**src/sv/expiry_list_with_branch_mask_assert.svh**
```systemverilog
// assertion macros shared by the expiry list modules
`ifndef EXPIRY_LIST_WITH_BRANCH_MASK_ASSERT_SVH
`define EXPIRY_LIST_WITH_BRANCH_MASK_ASSERT_SVH
`ifndef ASSERT_OFF
`define AST_ALWAYS(lbl, clk, rst, expr) \
   lbl: assert property (@(posedge clk) disable iff (rst) (expr)) \
      else $error("invariant violated");
`define AST_NEXT(lbl, clk, rst, ante, cons) \
   lbl: assert property (@(posedge clk) disable iff (rst) (ante) |=> (cons)) \
      else $error("sequence violated");
`else
`define AST_ALWAYS(lbl, clk, rst, expr)
`define AST_NEXT(lbl, clk, rst, ante, cons)
`endif
`endif

```
**src/sv/elbm_pkg.sv**
```systemverilog
`default_nettype none
package elbm_pkg;

   localparam int NODES      = 32;
   localparam int NODE_W     = 5;
   localparam int IDX_W      = $clog2(NODES);
   localparam int LINK_W     = $clog2(NODES + 1);
   localparam int EXP_W      = 32;
   localparam int BR_W       = 8;
   localparam int KIND_W     = 2;
   localparam int OP_W       = 2;
   localparam int MASK_W     = 64;
   localparam int MASK_WORDS = 4;
   localparam int MIDX_W     = 2;
   localparam int MASK_BITS  = MASK_W * MASK_WORDS;
   localparam int DATA_W     = EXP_W + BR_W;

   localparam logic [LINK_W-1:0] NIL = LINK_W'(NODES);

   typedef enum logic [OP_W-1:0] {
      OP_APPEND = 2'd0,
      OP_REMOVE = 2'd1,
      OP_UPDATE = 2'd2,
      OP_CHECK  = 2'd3
   } op_type;

   typedef enum logic [KIND_W-1:0] {
      KIND_ACK  = 2'd0,
      KIND_NODE = 2'd1,
      KIND_MASK = 2'd2
   } kind_type;

   typedef struct packed {
      logic load;
      logic rd_head;
      logic unlink;
      logic link_a;
      logic link_b;
      logic emit_ack;
      logic ack_err;
      logic emit_node;
      logic emit_mask;
   } cmd_type;

   typedef struct packed {
      op_type op;
      logic   op_ok;
      logic   head_nil;
      logic   expired;
      logic   mask_last;
   } sts_type;

endpackage
`default_nettype wire

```
**src/sv/elbm_ram.sv**
```systemverilog
`default_nettype none
module elbm_ram #(
   parameter int WIDTH = 8,
   parameter int DEPTH = 32
) (
   input  wire logic                     clock,
   input  wire logic                     wr_en,
   input  wire logic [$clog2(DEPTH)-1:0] wr_addr,
   input  wire logic [WIDTH-1:0]         wr_data,
   input  wire logic [$clog2(DEPTH)-1:0] rd_addr,
   output logic      [WIDTH-1:0]         rd_data
);

   logic [WIDTH-1:0] mem_ff [DEPTH];

   always_ff @(posedge clock) begin
      if (wr_en) begin
         mem_ff[wr_addr] <= wr_data;
      end
      rd_data <= mem_ff[rd_addr];
   end

endmodule
`default_nettype wire

```
**src/sv/elbm_ctrl.sv**
```systemverilog
`default_nettype none
`include "expiry_list_with_branch_mask_assert.svh"
module elbm_ctrl import elbm_pkg::*; (
   input  wire logic    clock,
   input  wire logic    reset,
   input  wire logic    start,
   input  wire sts_type sts,
   output logic         busy,
   output cmd_type      cmd
);

   typedef enum logic [7:0] {
      ST_IDLE   = 8'b0000_0001,
      ST_DECIDE = 8'b0000_0010,
      ST_UNLINK = 8'b0000_0100,
      ST_LINK_A = 8'b0000_1000,
      ST_LINK_B = 8'b0001_0000,
      ST_RDHEAD = 8'b0010_0000,
      ST_EVAL   = 8'b0100_0000,
      ST_MASK   = 8'b1000_0000
   } state_type;

   state_type state_ff, state_in;

   assign busy = (state_ff != ST_IDLE);

   always_comb begin
      state_in = state_ff;
      cmd      = '0;
      unique case (state_ff)
         ST_IDLE: begin
            if (start) begin
               cmd.load = 1'b1;
               state_in = ST_DECIDE;
            end
         end
         ST_DECIDE: begin
            if (sts.op == OP_CHECK) begin
               cmd.rd_head = 1'b1;
               state_in    = sts.head_nil ? ST_MASK : ST_EVAL;
            end else if (!sts.op_ok) begin
               cmd.emit_ack = 1'b1;
               cmd.ack_err  = 1'b1;
               state_in     = ST_IDLE;
            end else if (sts.op == OP_APPEND) begin
               state_in = ST_LINK_A;
            end else begin
               state_in = ST_UNLINK;
            end
         end
         ST_UNLINK: begin
            cmd.unlink = 1'b1;
            if (sts.op == OP_REMOVE) begin
               cmd.emit_ack = 1'b1;
               state_in     = ST_IDLE;
            end else begin
               state_in = ST_LINK_A;
            end
         end
         ST_LINK_A: begin
            cmd.link_a = 1'b1;
            state_in   = ST_LINK_B;
         end
         ST_LINK_B: begin
            cmd.link_b   = 1'b1;
            cmd.emit_ack = 1'b1;
            state_in     = ST_IDLE;
         end
         ST_RDHEAD: begin
            cmd.rd_head = 1'b1;
            state_in    = sts.head_nil ? ST_MASK : ST_EVAL;
         end
         ST_EVAL: begin
            if (sts.expired) begin
               cmd.unlink    = 1'b1;
               cmd.emit_node = 1'b1;
               state_in      = ST_RDHEAD;
            end else begin
               state_in = ST_MASK;
            end
         end
         ST_MASK: begin
            cmd.emit_mask = 1'b1;
            if (sts.mask_last) begin
               state_in = ST_IDLE;
            end
         end
         default: begin
            state_in = ST_IDLE;
         end
      endcase
   end

   always_ff @(posedge clock) begin
      if (reset) begin
         state_ff <= ST_IDLE;
      end else begin
         state_ff <= state_in;
      end
   end

   `AST_NEXT(a_start_goes_busy, clock, reset, start && !busy, busy)
   `AST_NEXT(a_mask_end_idle, clock, reset, state_ff == ST_MASK && sts.mask_last, !busy)

endmodule
`default_nettype wire

```
**src/sv/elbm_dp.sv**
```systemverilog
`default_nettype none
`include "expiry_list_with_branch_mask_assert.svh"
module elbm_dp import elbm_pkg::*; (
   input  wire logic              clock,
   input  wire logic              reset,
   input  wire logic [OP_W-1:0]   req_op,
   input  wire logic [NODE_W-1:0] req_node,
   input  wire logic [EXP_W-1:0]  req_expires,
   input  wire logic [BR_W-1:0]   req_branch,
   input  wire logic [EXP_W-1:0]  req_now,
   input  wire cmd_type           cmd,
   output sts_type                sts,
   output logic                   rsp_valid,
   output logic [KIND_W-1:0]      rsp_kind,
   output logic [NODE_W-1:0]      rsp_expired_node,
   output logic [BR_W-1:0]        rsp_expired_branch,
   output logic [MIDX_W-1:0]      rsp_mask_index,
   output logic [MASK_W-1:0]      rsp_mask_word,
   output logic                   rsp_error,
   output logic                   rsp_last
);

   op_type              op_ff;
   logic [NODE_W-1:0]   node_ff;
   logic [EXP_W-1:0]    exp_ff;
   logic [BR_W-1:0]     br_ff;
   logic [EXP_W-1:0]    now_ff;
   logic [LINK_W-1:0]   head_ff, head_in;
   logic [LINK_W-1:0]   tail_ff, tail_in;
   logic [NODES-1:0]    linked_ff, linked_in;
   logic [MASK_BITS-1:0] mask_ff;
   logic [MIDX_W-1:0]   midx_ff;

   logic                rsp_valid_ff;
   logic [KIND_W-1:0]   rsp_kind_ff;
   logic [NODE_W-1:0]   rsp_node_ff;
   logic [BR_W-1:0]     rsp_branch_ff;
   logic [MIDX_W-1:0]   rsp_midx_ff;
   logic [MASK_W-1:0]   rsp_word_ff;
   logic                rsp_error_ff;
   logic                rsp_last_ff;

   logic [IDX_W-1:0]    node_idx;
   logic [IDX_W-1:0]    head_idx;
   logic [IDX_W-1:0]    target_idx;
   logic [LINK_W-1:0]   node_link;
   logic [IDX_W-1:0]    rd_addr;
   logic [LINK_W-1:0]   next_rd, prev_rd;
   logic [DATA_W-1:0]   data_rd;
   logic [EXP_W-1:0]    exp_rd;
   logic [BR_W-1:0]     br_rd;

   logic                next_we, prev_we;
   logic [IDX_W-1:0]    next_wa, prev_wa;
   logic [LINK_W-1:0]   next_wd, prev_wd;

   assign node_idx   = node_ff[IDX_W-1:0];
   assign head_idx   = head_ff[IDX_W-1:0];
   assign node_link  = LINK_W'(node_ff);
   assign target_idx = (op_ff == OP_CHECK) ? head_idx : node_idx;
   assign rd_addr    = cmd.rd_head ? head_idx : node_idx;
   assign exp_rd     = data_rd[DATA_W-1:BR_W];
   assign br_rd      = data_rd[BR_W-1:0];

   elbm_ram #(.WIDTH(LINK_W), .DEPTH(NODES)) u_next_ram (
      .clock   (clock),
      .wr_en   (next_we),
      .wr_addr (next_wa),
      .wr_data (next_wd),
      .rd_addr (rd_addr),
      .rd_data (next_rd)
   );

   elbm_ram #(.WIDTH(LINK_W), .DEPTH(NODES)) u_prev_ram (
      .clock   (clock),
      .wr_en   (prev_we),
      .wr_addr (prev_wa),
      .wr_data (prev_wd),
      .rd_addr (rd_addr),
      .rd_data (prev_rd)
   );

   elbm_ram #(.WIDTH(DATA_W), .DEPTH(NODES)) u_data_ram (
      .clock   (clock),
      .wr_en   (cmd.link_a),
      .wr_addr (node_idx),
      .wr_data ({exp_ff, br_ff}),
      .rd_addr (rd_addr),
      .rd_data (data_rd)
   );

   // link edits
   always_comb begin
      next_we   = 1'b0;
      next_wa   = node_idx;
      next_wd   = NIL;
      prev_we   = 1'b0;
      prev_wa   = node_idx;
      prev_wd   = tail_ff;
      head_in   = head_ff;
      tail_in   = tail_ff;
      linked_in = linked_ff;
      if (cmd.unlink) begin
         if (prev_rd == NIL) begin
            head_in = next_rd;
         end else begin
            next_we = 1'b1;
            next_wa = prev_rd[IDX_W-1:0];
            next_wd = next_rd;
         end
         if (next_rd == NIL) begin
            tail_in = prev_rd;
         end else begin
            prev_we = 1'b1;
            prev_wa = next_rd[IDX_W-1:0];
            prev_wd = prev_rd;
         end
         linked_in[target_idx] = 1'b0;
      end
      if (cmd.link_a) begin
         next_we = 1'b1;
         prev_we = 1'b1;
      end
      if (cmd.link_b) begin
         if (tail_ff == NIL) begin
            head_in = node_link;
         end else begin
            next_we = 1'b1;
            next_wa = tail_ff[IDX_W-1:0];
            next_wd = node_link;
         end
         tail_in             = node_link;
         linked_in[node_idx] = 1'b1;
      end
   end

   always_comb begin
      sts.op        = op_ff;
      sts.op_ok     = (node_link < NIL) &&
                      ((op_ff == OP_APPEND) ? !linked_ff[node_idx] : linked_ff[node_idx]);
      sts.head_nil  = (head_ff == NIL);
      sts.expired   = (exp_rd <= now_ff);
      sts.mask_last = (midx_ff == MIDX_W'(MASK_WORDS - 1));
   end

   always_ff @(posedge clock) begin
      if (reset) begin
         head_ff   <= NIL;
         tail_ff   <= NIL;
         linked_ff <= '0;
         midx_ff   <= '0;
      end else begin
         head_ff   <= head_in;
         tail_ff   <= tail_in;
         linked_ff <= linked_in;
         if (cmd.load) begin
            midx_ff <= '0;
         end else if (cmd.emit_mask) begin
            midx_ff <= midx_ff + 1'b1;
         end
      end
   end

   always_ff @(posedge clock) begin
      if (cmd.load) begin
         op_ff   <= op_type'(req_op);
         node_ff <= req_node;
         exp_ff  <= req_expires;
         br_ff   <= req_branch;
         now_ff  <= req_now;
         mask_ff <= '0;
      end else if (cmd.emit_node) begin
         mask_ff[br_rd] <= 1'b1;
      end
   end

   // result register
   always_ff @(posedge clock) begin
      if (reset) begin
         rsp_valid_ff <= 1'b0;
      end else begin
         rsp_valid_ff <= cmd.emit_ack | cmd.emit_node | cmd.emit_mask;
      end
   end

   always_ff @(posedge clock) begin
      if (cmd.emit_ack | cmd.emit_node | cmd.emit_mask) begin
         rsp_kind_ff   <= KIND_ACK;
         rsp_node_ff   <= '0;
         rsp_branch_ff <= '0;
         rsp_midx_ff   <= '0;
         rsp_word_ff   <= '0;
         rsp_error_ff  <= 1'b0;
         rsp_last_ff   <= 1'b0;
         if (cmd.emit_ack) begin
            rsp_error_ff <= cmd.ack_err;
            rsp_last_ff  <= 1'b1;
         end
         if (cmd.emit_node) begin
            rsp_kind_ff   <= KIND_NODE;
            rsp_node_ff   <= NODE_W'(head_ff);
            rsp_branch_ff <= br_rd;
         end
         if (cmd.emit_mask) begin
            rsp_kind_ff <= KIND_MASK;
            rsp_midx_ff <= midx_ff;
            rsp_word_ff <= mask_ff[midx_ff*MASK_W +: MASK_W];
            rsp_last_ff <= sts.mask_last;
         end
      end
   end

   assign rsp_valid          = rsp_valid_ff;
   assign rsp_kind           = rsp_kind_ff;
   assign rsp_expired_node   = rsp_node_ff;
   assign rsp_expired_branch = rsp_branch_ff;
   assign rsp_mask_index     = rsp_midx_ff;
   assign rsp_mask_word      = rsp_word_ff;
   assign rsp_error          = rsp_error_ff;
   assign rsp_last           = rsp_last_ff;

   `AST_ALWAYS(a_head_tail_empty, clock, reset, (head_ff == NIL) == (tail_ff == NIL))
   `AST_ALWAYS(a_empty_no_linked, clock, reset, (head_ff != NIL) || (linked_ff == '0))

endmodule
`default_nettype wire

```
**src/sv/expiry_list_with_branch_mask.sv**
```systemverilog
`default_nettype none
// Timer expiry list over 32 node slots. A transaction is taken when start is high and busy
// low; busy then stays high up to the clock edge that registers its last result. Results
// appear on the rsp_ ports for a single cycle each, flagged by rsp_valid, and the receiver
// cannot stall them, so they must be captured as they come. After the accepting edge,
// append steps through decide, link_a and link_b; remove through decide and unlink;
// update through decide, unlink, link_a and link_b; a refused op ends with an error ack.
// Pointer edits use link memories with registered reads. For each expired node, check does
// a registered read of the head, then the unlink; the walk ends on an empty list or an
// unexpired node, then the four mask words follow. Every last result has rsp_last set.
module expiry_list_with_branch_mask import elbm_pkg::*; (
   input  wire logic              clock,
   input  wire logic              reset,
   input  wire logic              start,
   output logic                   busy,
   input  wire logic [OP_W-1:0]   req_op,
   input  wire logic [NODE_W-1:0] req_node,
   input  wire logic [EXP_W-1:0]  req_expires,
   input  wire logic [BR_W-1:0]   req_branch,
   input  wire logic [EXP_W-1:0]  req_now,
   output logic                   rsp_valid,
   output logic [KIND_W-1:0]      rsp_kind,
   output logic [NODE_W-1:0]      rsp_expired_node,
   output logic [BR_W-1:0]        rsp_expired_branch,
   output logic [MIDX_W-1:0]      rsp_mask_index,
   output logic [MASK_W-1:0]      rsp_mask_word,
   output logic                   rsp_error,
   output logic                   rsp_last
);

   cmd_type cmd;
   sts_type sts;

   elbm_ctrl u_ctrl (
      .clock (clock),
      .reset (reset),
      .start (start),
      .sts   (sts),
      .busy  (busy),
      .cmd   (cmd)
   );

   elbm_dp u_dp (
      .clock              (clock),
      .reset              (reset),
      .req_op             (req_op),
      .req_node           (req_node),
      .req_expires        (req_expires),
      .req_branch         (req_branch),
      .req_now            (req_now),
      .cmd                (cmd),
      .sts                (sts),
      .rsp_valid          (rsp_valid),
      .rsp_kind           (rsp_kind),
      .rsp_expired_node   (rsp_expired_node),
      .rsp_expired_branch (rsp_expired_branch),
      .rsp_mask_index     (rsp_mask_index),
      .rsp_mask_word      (rsp_mask_word),
      .rsp_error          (rsp_error),
      .rsp_last           (rsp_last)
   );

endmodule
`default_nettype wire
```
**config.mk**
```make
export PLATFORM = sky130hd
export DESIGN_NAME = expiry_list_with_branch_mask
export DESIGN_NICKNAME = d
export VERILOG_FILES = /design/src/sv/elbm_pkg.sv /design/src/sv/elbm_ram.sv /design/src/sv/elbm_ctrl.sv /design/src/sv/elbm_dp.sv /design/src/sv/expiry_list_with_branch_mask.sv
export VERILOG_INCLUDE_DIRS = /design/src /design/src/sv
export SDC_FILE = /design/constraint.sdc
export NUM_CORES = 2
export LEC_CHECK = 0
export ABC_AREA = 1
export BUFFER_PORTS_ARGS = -buffer_cell sky130_fd_sc_hd__buf_2
export CORE_MARGIN = 2
export CORE_UTILIZATION = 33
export CTS_CLUSTER_DIAMETER = 80
export DETAILED_ROUTE_END_ITERATION = 6
export PLACE_DENSITY_LB_ADDON = 0.05
export SLEW_MARGIN = 15
export SYNTH_ARGS = -nofsm -noshare
export SYNTH_HDL_FRONTEND = slang
export SYNTH_SLANG_ARGS = --single-unit
```
**constraint.sdc**
```tcl
create_clock -name clock -period 5.8 [get_ports clock]
set_input_delay 0.58 -clock clock [delete_from_list [all_inputs] [get_ports clock]]
set_output_delay 0.58 -clock clock [all_outputs]
set_load 0.1 [all_outputs]
```
Yosys cells after proc, flatten, opt, wreduce, memory -nomap -nowiden
Memories as Yosys holds them, arrays and structs flattened. A register that Yosys moved wholly into a read port is not among the register bits.
Index checks and enable logic that the tools add are counted.
- memories: 3
- latch bits: 0
- bits in read-only memories: 0
- register bits after elaboration: 473
- word-level logic and storage cells: 142
- bits of input ports: 82
- bits in writable memories: 1664
- output and inout bits: 85
- memories (name ; words ; width ; read ports ; clocked after memory_dff ; wr ports ; line ; source):
    u_dp.u_data_ram.mem_ff ; 32 ; 40 ; 1 ; 1 ; 1 ; elbm_ram.sv:14 ; logic [WIDTH-1:0] mem_ff [DEPTH];
    u_dp.u_next_ram.mem_ff ; 32 ; 6 ; 1 ; 1 ; 1 ; elbm_ram.sv:14 ;
    u_dp.u_prev_ram.mem_ff ; 32 ; 6 ; 1 ; 1 ; 1 ; elbm_ram.sv:14 ;
- add/sub/neg operators: 1
- div/mod/pow operators: 0
- mux-type cells: 72
- multipliers: 0
- shift-type cells: 1
- equality and inequality tests: 18
- magnitude comparators: 8
- reduce and logical (&&, ||, !) cells: 12
- bitwise gates (word level): 8
- operators with widths (kind ; count):
    OR 256 bit ; 1
    variable part select 256 x 9 -> 64 bit ; 1
    2-to-1 mux 6 bit ; 13
    2-to-1 mux 32 bit ; 2
    one-hot mux 8 bit (7 select lines) ; 1
    2-to-1 mux 5 bit ; 8
    2-to-1 mux 8 bit ; 5
    bitwise AND 32 bit ; 1
    <= comparator 32 bit ; 1
    inverter 32 bit ; 1
    OR 32 bit ; 1
    2-to-1 mux 1 bit ; 31
    equality test 6 bit (second input constant) ; 4
    less-than comparator 5 x 6 -> 1 bit (second input constant) ; 3
    2-to-1 mux 4 bit ; 3
    demux 1 bit (select 5 bit) ; 2
    >= comparator 5 x 1 -> 1 bit (second input constant) ; 2
    less-than comparator 8 x 9 -> 1 bit (second input constant) ; 1
    demux 1 bit (select 8 bit) ; 1
    equality test 8 x 1 -> 1 bit (second input constant) ; 1
    equality test 8 x 2 -> 1 bit (second input constant) ; 1
    equality test 8 x 3 -> 1 bit (second input constant) ; 1
    equality test 8 x 4 -> 1 bit (second input constant) ; 1
    equality test 8 x 5 -> 1 bit (second input constant) ; 1
    22 further kinds ; 33

Depth between registers and ports, before layout
- depth after elaboration: 11
- mapped depth: 23
- mapped depth without buffers: 23

Cells and area by module
A second synthesis with hierarchy kept.
- cell total of the unflattened synthesis: 8100
- area total of the unflattened synthesis: 88173.3 µm²
- modules (own cells, without submodules) (module ; area each (µm²) ; seq. area each (µm²) ; times used ; cells an instance):
    elbm_ram (u_dp.u_data_ram) ; 52402.8 ; 39237.6 ; 1 ; 4407
    elbm_dp ; 19074.5 ; 10930.5 ; 1 ; 2195
    elbm_ram (u_dp.u_next_ram ...) ; 8077.7 ; 5885.6 ; 2 ; 704
    elbm_ctrl ; 540.5 ; 160.2 ; 1 ; 90

Worst setup path after synthesis
No wires, ideal clock.
- path kind: reg2reg
- from: register u_ctrl.state_ff[4]
- to: register u_dp.br_ff[0] (enable)
- cell stages (with the launch flop): 7
- path buffers: 1
- period minus slack after synthesis: 5010 ps
- path slack: 790 ps
- arrival: 4536 ps
- required time: 5325 ps
- library setup time: 475 ps
- path through: dfxtp_1 nor2_1 nand2_2 inv_1 nand4_1 nor2_1 clkbuf_1
- RTL lines (element ; line ; source):
    start: declaration ; elbm_ctrl.sv:23 ; state_type state_ff, state_in;
    start signal: assignment ; elbm_ctrl.sv:98 ; state_ff <= state_in;
    end signal: assignment ; elbm_dp.sv:169 ; br_ff <= req_branch;
    end: declaration ; elbm_dp.sv:26 ; logic [BR_W-1:0] br_ff;

Worst setup path after layout
- from: register u_dp.now_ff[7]
- to: memory u_dp.u_prev_ram.mem_ff[24][5] in the netlist's numbering (enable)
- word-level cells in the longest chain between the ends: 7
- elaborated cells on any way between the ends: 8
- classes of those cells: order compare (1); mux (7)
- RTL lines (element ; line ; source):
    start: declaration ; elbm_dp.sv:27 ; logic [EXP_W-1:0] now_ff;
    start signal: assignment ; elbm_dp.sv:170 ; now_ff <= req_now;
    <= comparator 32 bit (*) ; elbm_dp.sv:142 ; sts.expired = (exp_rd <= now_ff);
    2-to-1 mux 1 bit (*) ; elbm_ctrl.sv:74 ; if (sts.expired) begin
    one-hot mux 1 bit (2 select lines) (*) ; elbm_ctrl.sv:30 ; unique case (state_ff)
    2-to-1 mux 1 bit ; elbm_dp.sv:103 ; if (cmd.unlink) begin
    2-to-1 mux 1 bit ; elbm_dp.sv:120 ; if (cmd.link_a) begin
    2-to-1 mux 1 bit ; elbm_ram.sv:17 ; if (wr_en) begin
    2-to-1 mux 1 bit (implied by the code) ; elbm_ram.sv:18 ; mem_ff[wr_addr] <= wr_data;
    end: declaration ; elbm_ram.sv:14 ;
Mark *: on every way between the ends. The rest lies on a longest branch, timed or not.

==> metrics.txt <==
run status=finished clean; horizontal die dimension=523 um; post-synthesis area per instance=11.4 sq um; antenna violations before repair=22; largest fanout on the critical path=20; clock slew seen by the registers of the worst setup and hold paths=0.06 ns; via count normalized by instance count=5.11; delay of the slowest cell on the worst path=0.67 ns; count of routing violations after the opening detailed-route iteration=5071; distinct cell type count after synthesis=41; critical-path cell list=inv_1 > ha_1 > nand2_1 > nor2_1 > nand4_1 > nor2_1 > nand2_1 > nand2_1 > nand2_1 > buf_4 > nand2_2 > nand2_2 > o21ai_0 > nand3_1 > nor2_1; Yosys warning count=0; final critical-path share of the clock period=0.845; count of flip-flops with a built-in enable after synthesis=1826; slew of the pin with the lowest slew margin=1.30 ns; detailed-route DRC error count=0; Slew headroom=0.124; final setup vio count=0; number of gates given a new drive strength after cts=0; Hold WC Path Type=primary input to flop; DR vias=59600; TritonCTS sink count=2189; Worst-Skew Late Latency=0.88 ns; root buffer cell=clkbuf_16; dominant cell type by area after synthesis=edfxtp_1; detailed-placement wirelength estimate=155000 um; sequential share of the synthesized area=0.699; layout overhead on the synthesized area=16.0%; setup TNS=0 ns; length of the first detailed-routing pass in iterations=6; gr ovfl total=0; syn nets=7891; number of nets with antenna violations after routing=0; number of buffers created by CTS=265; DIE HEIGHT=523 um; critical path class=flop to flop; Die Footprint=0.274 sq mm; maximum number of pins on one net before global-route repair=193; max-cap check violation count=0; CP endpoint kind=flop; RD Place Congestion=0.778; most instantiated flip-flop cell in the synthesis netlist=edfxtp_1; PD cells=351 mW/mm^2; portion of synthesized cell area occupied by the leading cell type=0.617; TritonCTS clock tree=built; maximum number of buffers from clock root to sink=4; share of cells above drive strength 1=0.120; top cells by instance count after synthesis=edfxtp_1 (1826), nand2_1 (1422), nand3_1 (713); maximum clock frequency=0.204 GHz; dominant cell type by count on the critical path=nand2_1; layout net count=8030; starting density of the core=0.332; number of global-route vias before repair=58900; number of synthesized register bits=2189; max-slew violation total from the final report=0; deepest level of the CTS H-tree=5; startpoint types=flop; synth top area cells=edfxtp_1 (62%), dfxtp_1 (8.2%), nand2_1 (6.0%), nand3_1 (4.0%), o211ai_1 (3.5%); number of I/O pins=167; async set-reset flop share out of synthesis=0; global-route wire length before repair=423000 um; worst endpoint data arrival time=5.38 ns; maximum resistive drop on vdd=0.000218 V; fin crit period=4.90 ns; Cells after Synth=7774; Final Hold Fails=0; slowest stage cell, crit path=nor2_1; setup ws final=0.898 ns; Layout Skew=0.0458 ns; data required time of the critical path=6.28 ns; static leakage power=0.0362 uW; dpl ws=0.793 ns; global routing usage summed across all routing layers=0.211; number of core rows=190; number of buffers added for setup after CTS=0; Syn Std Cell Area=0.0889 sq mm; most frequent cell after synthesis=edfxtp_1; buffers added on ports=166; unrepaired setup endpoints after global routing=false; Routed Wire Length=294000 um; drt wl/cell=25.2 um; core region area=0.268 sq mm
layer usage:
metal | share of wire | GRT usage | wire length (um) | up-vias
met4 | 0.028 | 0.0614 | 8170 | 4
met1 | 0.45 | 0.291 | 134000 | 29900
met2 | 0.47 | 0.344 | 138000 | 1509
met3 | 0.047 | 0.0302 | 13900 | 410
met5 | 0.00012 | 0 | 34 | -
li1 | - | - | - | 27700
kinds of logic (layout without fill, tap and decap cells):
logic type / after synthesis / count (layout) / share of synthesized area
AND/OR/NAND/NOR: 2777 / 2777 / 0.134
flip-flops: 2189 / 2189 / 0.699
AO/OA/AOI/OAI: 1726 / 1726 / 0.114
buffers and inverters: 1046 / 1390 / 0.0477
adder cells (fa/ha/maj): 35 / 35 / 0.00493
multiplexers: 1 / 1 / 0.000127
other: 0 / 4 / 0
worst max-delay path: cells and delay by family (launching register included):
| family | cells | cell delay [ns] |
|---|---|---|
| flip-flops | 1 | 0.32 |
| AO/OA/AOI/OAI | 1 | 0.39 |
| AND/OR/NAND/NOR | 11 | 3.18 |
| adder cells (fa/ha/maj) | 1 | 0.28 |
| buffers and inverters | 2 | 0.30 |
stage by stage:
step           instance area, sq um  std cells  hold WS, ns  power, uW  utilization
2_1_floorplan                 88900       7774        0.426      19300            -
3_3_place_gp                  94000      11100        0.432      20400        0.351
3_5_place_dp                  94000      11100        0.436      20400        0.351
4_1_cts                      103000      11700       0.0158      36700        0.385
5_1_grt                      103000      11700       0.0666      37500        0.385
6_report                     103000      11700       0.0932      36100        0.385
flip-flops by register name, indices dropped and copies added (netlist names), 5 cells and up:
register                 flops
u_ctrl.state_ff              8
u_dp.br_ff                   8
u_dp.exp_ff                 32
u_dp.head_ff                 6
u_dp.linked_ff              32
u_dp.mask_ff               256
u_dp.node_ff                 5
u_dp.now_ff                 32
u_dp.rsp_expired_branch      8
u_dp.rsp_expired_node        5
u_dp.rsp_mask_word          64
u_dp.tail_ff                 6
u_dp.u_data_ram.mem_ff    1280
u_dp.u_data_ram.rd_data     40
u_dp.u_next_ram.mem_ff     192
u_dp.u_next_ram.rd_data      6
u_dp.u_prev_ram.mem_ff     192
u_dp.u_prev_ram.rd_data      6
placed cells by master (no fill, tap or decap), types with 5 or more instances in the layout:
cell / netlist / layout
inv_1: 517 / 515
a22oi_1: 16 / 16
nor4_1: 7 / 5
inv_6: 0 / 15
nand2_1: 1422 / 1421
o21ai_4: 1 / 6
o21ai_2: 2 / 6
a31oi_1: 5 / 5
buf_2: 193 / 166
buf_12: 0 / 41
o211ai_1: 418 / 418
nor2_1: 398 / 336
nand3_1: 713 / 713
or2_2: 208 / 208
a21oi_1: 417 / 415
dfxtp_1: 363 / 361
dlygate4sd3_1: 0 / 79
clkinv_8: 0 / 6
clkbuf_1: 274 / 78
buf_4: 14 / 104
o21ai_1: 133 / 131
clkinv_1: 4 / 46
nor2_4: 1 / 34
clkinv_2: 0 / 26
clkbuf_16: 0 / 276
clkbuf_8: 0 / 16
nor2_2: 3 / 32
o21bai_1: 156 / 156
ha_1: 35 / 35
nor3_1: 13 / 13
o21ai_0: 567 / 560
edfxtp_1: 1826 / 1826
bufinv_16: 0 / 9
layout make-up:
cell class	count	area, sq um
fillers	25900	165000
repair buffers	392	3260
multi-input cells	4539	23000
flip-flops and latches	2189	62100
clock buffers	369	7390
well taps	3552	4440
inverters	526	2010
clock inverters	103	867
diodes	4	10.0
what timing repair did:
item,in CTS,in global routing
hold buffers,79,0
hold endpoints to repair,79,0
endpoints found under the setup margin,0,0
worst paths after layout:
kind	slack, ns	cells past startpoint	end	start
worst min register to register	0.44	2	u_dp.mask_ff[43]	u_dp.mask_ff[43]
worst max-delay path	0.90	15	u_dp.u_prev_ram.mem_ff[24][5]	u_dp.now_ff[7]
worst max register to register	0.90	15	u_dp.u_prev_ram.mem_ff[24][5]	u_dp.now_ff[7]
worst min-delay path	0.09	2	u_ctrl.state_ff[5]	reset
report_power, final:
group | switching, uW | total, uW | internal (uW) | leakage [uW]
registers | 260 | 17400 | 17200 | 0.0197
logic | 1950 | 2660 | 707 | 0.0125
clock network | 6700 | 16000 | 9340 | 0.00403
Power figures use the tool's default switching activity.
